## src/design/tridiagonal_solver_assert.svh

```systemverilog
// Assertion macros shared by the tridiagonal solver RTL.
// Expects signals named clk and rst_n in the including scope.
`ifndef TRIDIAGONAL_SOLVER_ASSERT_SVH
`define TRIDIAGONAL_SOLVER_ASSERT_SVH

// Same-cycle implication, disabled during reset.
`define TDS_ASSERT_IMP(lbl, ante, cons, msg) \
    lbl: assert property (@(posedge clk) disable iff (!rst_n) (ante) |-> (cons)) \
        else $error(msg);

// Next-cycle implication, disabled during reset.
`define TDS_ASSERT_NXT(lbl, ante, cons, msg) \
    lbl: assert property (@(posedge clk) disable iff (!rst_n) (ante) |=> (cons)) \
        else $error(msg);

`endif

```

## src/design/tds_pkg.sv

```systemverilog
// Package for the tridiagonal solver: widths, defaults, register codes,
// controller command struct and the saturation helper. No dependencies.
`default_nettype none

package tds_pkg;

    localparam int MAX_POINTS_DEF  = 64;
    localparam int VALUE_WIDTH_DEF = 32;
    localparam int FRAC_BITS       = 24;
    localparam int SAMPLE_WIDTH    = 32;
    localparam int INDEX_WIDTH     = 6;
    localparam int DIAG_WIDTH      = 8;
    localparam int SIZE_WIDTH      = 7;
    localparam int H_WIDTH         = 32;
    localparam int DIV_IN_WIDTH    = 32;
    localparam int CFG_INDEX_WIDTH = 3;
    localparam int CFG_DATA_WIDTH  = 32;

    localparam logic [CFG_INDEX_WIDTH-1:0] REG_SYSTEM_SIZE = 3'd0;
    localparam logic [CFG_INDEX_WIDTH-1:0] REG_SUB_DIAG    = 3'd1;
    localparam logic [CFG_INDEX_WIDTH-1:0] REG_MAIN_DIAG   = 3'd2;
    localparam logic [CFG_INDEX_WIDTH-1:0] REG_SUPER_DIAG  = 3'd3;
    localparam logic [CFG_INDEX_WIDTH-1:0] REG_H_SQUARED   = 3'd4;

    localparam logic [SIZE_WIDTH-1:0]        SIZE_RESET  = 7'd64;
    localparam logic signed [DIAG_WIDTH-1:0] SUB_RESET   = -8'sd1;
    localparam logic signed [DIAG_WIDTH-1:0] MAIN_RESET  = 8'sd2;
    localparam logic signed [DIAG_WIDTH-1:0] SUPER_RESET = -8'sd1;
    localparam logic [H_WIDTH-1:0]           H_RESET     = 32'd1048576;

    typedef struct packed {
        logic cap;         // capture input sample
        logic scale;       // sample times h squared
        logic wr_rhs;      // store scaled sample
        logic init;        // first row of elimination
        logic fdiv_start;  // start multiplier division
        logic m_take;      // latch multiplier
        logic fmul;        // m times previous reduced rhs
        logic fupd;        // write pivot and reduced rhs
        logic bnum;        // form back substitution numerator
        logic bdiv_start;  // start solution division
        logic sol_wr;      // write solution value
    } tds_cmd_t;

    // Clamp to a signed range of w bits.
    function automatic logic signed [63:0] sat_to(input logic signed [63:0] x,
                                                  input int unsigned w);
        logic signed [63:0] hi;
        logic signed [63:0] lo;
        hi = (64'sd1 <<< (w - 1)) - 64'sd1;
        lo = -hi - 64'sd1;
        if (x > hi)
            return hi;
        else if (x < lo)
            return lo;
        else
            return x;
    endfunction

endpackage

`default_nettype wire

```

## src/design/tds_ctrl.sv

```systemverilog
// Solver sequencer: load, forward elimination, back substitution and
// result output. Drives tds_datapath through tds_pkg::tds_cmd_t.
`default_nettype none

`include "tridiagonal_solver_assert.svh"

module tds_ctrl #(
    parameter int MAX_POINTS = tds_pkg::MAX_POINTS_DEF
) (
    input  wire logic                              clk,
    input  wire logic                              rst_n,
    input  wire logic                              in_valid,
    output logic                                   in_ready,
    output logic                                   out_valid,
    input  wire logic                              out_ready,
    output logic                                   out_last,
    input  wire logic [tds_pkg::SIZE_WIDTH-1:0]    system_size,
    input  wire logic                              size_wr,
    input  wire logic                              div_done,
    output tds_pkg::tds_cmd_t                      cmd,
    output logic [$clog2(MAX_POINTS)-1:0]          idx,
    output logic [$clog2(MAX_POINTS)-1:0]          load_idx
);
    import tds_pkg::*;

    localparam int AW = $clog2(MAX_POINTS);
    localparam int CW = $clog2(MAX_POINTS + 1);

    localparam logic [3:0] ST_LOAD  = 4'd0;
    localparam logic [3:0] ST_SCALE = 4'd1;
    localparam logic [3:0] ST_STORE = 4'd2;
    localparam logic [3:0] ST_F0RD  = 4'd3;
    localparam logic [3:0] ST_F0    = 4'd4;
    localparam logic [3:0] ST_FRD   = 4'd5;
    localparam logic [3:0] ST_FDIV  = 4'd6;
    localparam logic [3:0] ST_FMUL  = 4'd7;
    localparam logic [3:0] ST_FUPD  = 4'd8;
    localparam logic [3:0] ST_BRD   = 4'd9;
    localparam logic [3:0] ST_BNUM  = 4'd10;
    localparam logic [3:0] ST_BST   = 4'd11;
    localparam logic [3:0] ST_BDIV  = 4'd12;
    localparam logic [3:0] ST_ORD   = 4'd13;
    localparam logic [3:0] ST_OUT   = 4'd14;

    logic [3:0]    state_reg, state_next;
    logic [AW-1:0] idx_reg, idx_next;
    logic [AW-1:0] load_reg, load_next;
    logic [CW-1:0] n_eff;
    logic [CW-1:0] n_last;
    logic          idx_last;
    logic          load_last;

    always_comb
    begin
        if (system_size < SIZE_WIDTH'(2))
            n_eff = CW'(2);
        else if (system_size > SIZE_WIDTH'(MAX_POINTS))
            n_eff = CW'(MAX_POINTS);
        else
            n_eff = CW'(system_size);
        n_last    = n_eff - 1'b1;
        idx_last  = (CW'(idx_reg) == n_last);
        load_last = (CW'(load_reg) == n_last);
    end

    always_comb
    begin
        cmd        = '0;
        state_next = state_reg;
        idx_next   = idx_reg;
        load_next  = load_reg;
        unique case (state_reg)
            ST_LOAD:
            begin
                if (in_valid)
                begin
                    cmd.cap    = 1'b1;
                    state_next = ST_SCALE;
                end
            end
            ST_SCALE:
            begin
                cmd.scale  = 1'b1;
                state_next = ST_STORE;
            end
            ST_STORE:
            begin
                cmd.wr_rhs = 1'b1;
                if (load_last)
                begin
                    load_next  = '0;
                    idx_next   = '0;
                    state_next = ST_F0RD;
                end
                else
                begin
                    load_next  = load_reg + 1'b1;
                    state_next = ST_LOAD;
                end
            end
            ST_F0RD:
                state_next = ST_F0;
            ST_F0:
            begin
                cmd.init   = 1'b1;
                idx_next   = AW'(1);
                state_next = ST_FRD;
            end
            ST_FRD:
            begin
                cmd.fdiv_start = 1'b1;
                state_next     = ST_FDIV;
            end
            ST_FDIV:
            begin
                if (div_done)
                begin
                    cmd.m_take = 1'b1;
                    state_next = ST_FMUL;
                end
            end
            ST_FMUL:
            begin
                cmd.fmul   = 1'b1;
                state_next = ST_FUPD;
            end
            ST_FUPD:
            begin
                cmd.fupd = 1'b1;
                if (idx_last)
                    state_next = ST_BRD;
                else
                begin
                    idx_next   = idx_reg + 1'b1;
                    state_next = ST_FRD;
                end
            end
            ST_BRD:
                state_next = ST_BNUM;
            ST_BNUM:
            begin
                cmd.bnum   = 1'b1;
                state_next = ST_BST;
            end
            ST_BST:
            begin
                cmd.bdiv_start = 1'b1;
                state_next     = ST_BDIV;
            end
            ST_BDIV:
            begin
                if (div_done)
                begin
                    cmd.sol_wr = 1'b1;
                    if (idx_reg == '0)
                        state_next = ST_ORD;
                    else
                    begin
                        idx_next   = idx_reg - 1'b1;
                        state_next = ST_BRD;
                    end
                end
            end
            ST_ORD:
                state_next = ST_OUT;
            ST_OUT:
            begin
                if (out_ready)
                begin
                    if (idx_last)
                        state_next = ST_LOAD;
                    else
                    begin
                        idx_next   = idx_reg + 1'b1;
                        state_next = ST_ORD;
                    end
                end
            end
            default:
                state_next = ST_LOAD;
        endcase
        // a size write drops any partial load
        if (size_wr)
            load_next = '0;
    end

    always_ff @(posedge clk or negedge rst_n)
    begin
        if (!rst_n)
        begin
            state_reg <= ST_LOAD;
            idx_reg   <= '0;
            load_reg  <= '0;
        end
        else
        begin
            state_reg <= state_next;
            idx_reg   <= idx_next;
            load_reg  <= load_next;
        end
    end

    assign in_ready  = (state_reg == ST_LOAD);
    assign out_valid = (state_reg == ST_OUT);
    assign out_last  = idx_last;
    assign idx       = idx_reg;
    assign load_idx  = load_reg;

    `TDS_ASSERT_IMP(a_in_out_excl, in_ready, !out_valid, "input and output open together")
    `TDS_ASSERT_IMP(a_load_bound, 1'b1, CW'(load_reg) <= n_last, "load count past size")
    `TDS_ASSERT_NXT(a_last_to_load, out_valid && out_ready && out_last,
        state_reg == ST_LOAD, "no return to load after last transfer")
    `TDS_ASSERT_IMP(a_div_done_wait, div_done,
        state_reg == ST_FDIV || state_reg == ST_BDIV, "divider done while not waiting")

endmodule

`default_nettype wire

```

## config.mk

```make
export PLATFORM = sky130hd
export DESIGN_NAME = tds_ctrl
export DESIGN_NICKNAME = d
export VERILOG_FILES = /design/src/design/tds_pkg.sv /design/src/design/tds_ctrl.sv
export VERILOG_INCLUDE_DIRS = /design/src /design/src/design
export SDC_FILE = /design/constraint.sdc
export NUM_CORES = 1
export LEC_CHECK = 0
export ABC_CLOCK_PERIOD_IN_PS = 2910
export BUFFER_PORTS_ARGS = -buffer_cell sky130_fd_sc_hd__buf_4
export CAP_MARGIN = 25
export CORE_MARGIN = 2
export CORE_UTILIZATION = 34
export DETAILED_ROUTE_END_ITERATION = 12
export GPL_TIMING_DRIVEN = 0
export PLACE_DENSITY = 0.57
export SLEW_MARGIN = 20
export SYNTH_ARGS = -nofsm -noshare
export SYNTH_HDL_FRONTEND = slang
export SYNTH_SLANG_ARGS = --single-unit
```

## constraint.sdc

```tcl
create_clock -name clk -period 2.91 [get_ports clk]
set_input_delay 0.582 -clock clk [delete_from_list [all_inputs] [get_ports clk]]
set_output_delay 0.582 -clock clk [all_outputs]
set_load 0.01 [all_outputs]
```

==> flow_summary.ini <==
[logic_synthesis]
synth_top_area_frac = 0.229
syn_inst = 212
yosysUniqueCellTypes = 60
synth-seq-cells = 16
ys_top_cells_by_area = dfrtp_1, xnor2_1, nor2_1
synthArstFlopShare = 1.00
ys_seq_area_frac = 0.229
yosys_warnings = 0
synth_area_mm2 = 0.00175
synth_edf_count = 0
syn_nets = 232
synth.avg_cell_area_um2 = 8.24
ys.flop_type = dfrtp_1
synth_area_leader_cell = dfrtp_1

[detailed_routing]
drt-met1-wl_mm = 2.25
drtPass1Iterations = 4
top_layer = met4
final_antenna_net_count = 0
wl_per_cell_um = 13.8
via_count = 1739
drt_iter0_markers = 50
vias_per_cell = 5.22
dr_wl_met3_um = 121
route.met2.wl_mm = 2.17
drcViolationCount = 0
drt_wl_total_mm = 4.60

[placed_design]
dp_cells = 316
dpl.hpwl_mm = 3.37
port_buffers = 34
gp_congestion = 0.845

[grt]
grt_max_degree = 17
grt_usage = 0.174
overflow = 0
grt_pass1_vias = 1609
grt_pass1_wl_mm = 7.76
antenna_found_initial = 0

[timing]
fmax_mhz = 313
period_needed_ns = 3.20
slew_viol_final = 0
hold_viol_final = 0
fin_crit_sh = 1.10
rsz0062_at_grt = yes
finalClockSkew_ns = 0.0122
tightestPinTransition_ns = 0.427
slew_headroom = 0.716
finalSetupViolations = 13
layout_setup_ws_ns = -0.286

[critical_path]
cp-end-kind = primary output
r2r-start = state_reg[1]$_DFFE_PN0P_
crit-reg2reg-capture = idx[5]$_DFFE_PN0P_
path_max_fanout = 4
rr_worst_depth = 12
arrival_ns = 2.61
cp-start-kind = input pin
rrSetupSlack_ns = -0.20
required_ns = 2.33
critPathKind = input pin to primary output

[final_layout]
fill_cells = 512
synthToLayoutAreaGrowth_pct = 37.7
drive_above_1_share = 0.380
n_antenna_cell = 0
final_nets = 284
fin_cells = 333

[pwr]
power_density_mw_per_mm2 = 848
power_mw = 2.04
power_leakage_nw = 1.06
peakVddDrop_uv = 370

[clock_tree]
numCtsBuffers = 3
cts_buffer_depth = 2
cts-htree-levels = 1
clk_pin_slew_ns = 0.07
hold_buffers = 0
cts_root_buf = clkbuf_8
cts_sinks = 16
cts_tree = built
clkLatencyLatePin_ns = 0.25

[floorplan]
rows = 26
ioPinCount = 39
start_util = 0.347
die_area_mm2 = 0.00573
die_w_um = 75.7
die_y_um = 75.7
core_mm2 = 0.00504

[run]
maxCapViolations = 0

[outcome]
violations = setup timing
run_status = complete, but fails checks

[min_path]
hp-class = input pin to asynchronous set/reset pin
-- report_power, final --
part	internal [mW]	total (mW)	switching (mW)
Sequential	0.288	0.381	0.0936
Combinational	0.712	1.46	0.748
Clock	0.120	0.199	0.0791
-- layout by cell type, fill, tap and decap left out, drive strengths merged, types with 4 or more instances in the layout --
cell type and instances:
xnor2 13, a21o 4, a31oi 5, buf 56, nand3 5, mux2 7
nand2 17, ha 6, nor2 25, or2 4, a21oi 12, nor2b 5
clkbuf 7, inv 9, nor4 4, o21ai 12, nor3 10, o21bai 4
dfrtp 16
-- area by class of cell --
type,instances,area [µm²],share of cell area
multi-input combinational,175,1360,0.565
buffer,12,80.1,0.0333
clock buffer,4,55.1,0.0229
sequential,16,400,0.166
inverter,9,33.8,0.0140
timing repair buffer,47,390,0.162
tap,70,87.6,0.0364
-- synthesized netlist by cell type (3+ instances only) --
| master | instances |
|---|---|
| a31oi_1 | 5 |
| buf_2 | 3 |
| mux2_4 | 5 |
| or3_1 | 3 |
| nor3b_1 | 3 |
| dfrtp_1 | 16 |
| a21oi_1 | 11 |
| nor2_1 | 24 |
| ha_1 | 6 |
| nand3_1 | 5 |
| nand2_1 | 16 |
| clkbuf_1 | 3 |
| xnor2_1 | 13 |
| buf_4 | 4 |
| inv_1 | 9 |
| and3_1 | 3 |
| o21bai_1 | 4 |
| nor3_1 | 10 |
| a21o_1 | 4 |
| nor2b_1 | 4 |
| o21ai_0 | 11 |
-- logic make-up after synthesis --
family                     Yosys count  synth area share
adders and majority gates            7            0.0544
and+or+nand+nor                     89             0.286
muxes                                8            0.0616
DFF                                 16             0.229
AOI/OAI and AO/OA                   56             0.233
buffers and inverters               21            0.0601
xor gates and xnor gates            15            0.0752
-- worst max-delay path, cell delays in order --
cell and delay (ns):
buf_12 0.10, or4_4 0.57, o21ai_4 0.18, ha_4 0.19
nand4bb_1 0.12, a21oi_2 0.21, or3_1 0.14, nand3_2 0.08
or2_4 0.27, inv_2 0.07, buf_6 0.10
-- per-layer routing --
layer | vias to the layer above | GRT usage
met3 | 6 | 0.0132
met2 | 34 | 0.276
li1 | 882 | -
met1 | 817 | 0.254
met5 | - | 0
met4 | 0 | 0.0468
-- worst max-delay path by stage --
| stage | from | end | slack (ns) | cells past startpoint |
|---|---|---|---|---|
| 6_report | system_size[2] | out_last | -0.29 | 11 |
| 5_1_grt | system_size[2] | idx[4]$_DFFE_PN0P_ | -0.44 | 14 |
| 4_1_cts | system_size[2] | out_last | -0.31 | 11 |
| 3_5_place_dp | system_size[1] | idx[4]$_DFFE_PN0P_ | -0.55 | 11 |
| 3_3_place_gp | system_size[1] | idx[2]$_DFFE_PN0P_ | -0.52 | 11 |
| 2_1_floorplan | system_size[2] | idx[2]$_DFFE_PN0P_ | -0.26 | 11 |
-- through the flow --
step,hold WS (ns),area (µm²),setup slack (ns),setup TNS (ns),util
3_5_place_dp,0.464,2140,-0.548,-5.54,0.424
4_1_cts,0.190,2340,-0.305,-2.27,0.463
5_1_grt,0.196,2410,-0.437,-4.75,0.477
6_report,0.180,2410,-0.286,-2.36,0.477
3_3_place_gp,0.463,2140,-0.516,-5.23,0.424
2_1_floorplan,0.286,1800,-0.260,-2.28,-
-- repair_timing --
action                     in CTS  in global routing
buffers inserted               10                  4
gates resized for setup        14                 12
setup endpoints to repair      13                 15
pin swaps                      10                 13
Note: power is estimated with default switching activity, not from simulation.
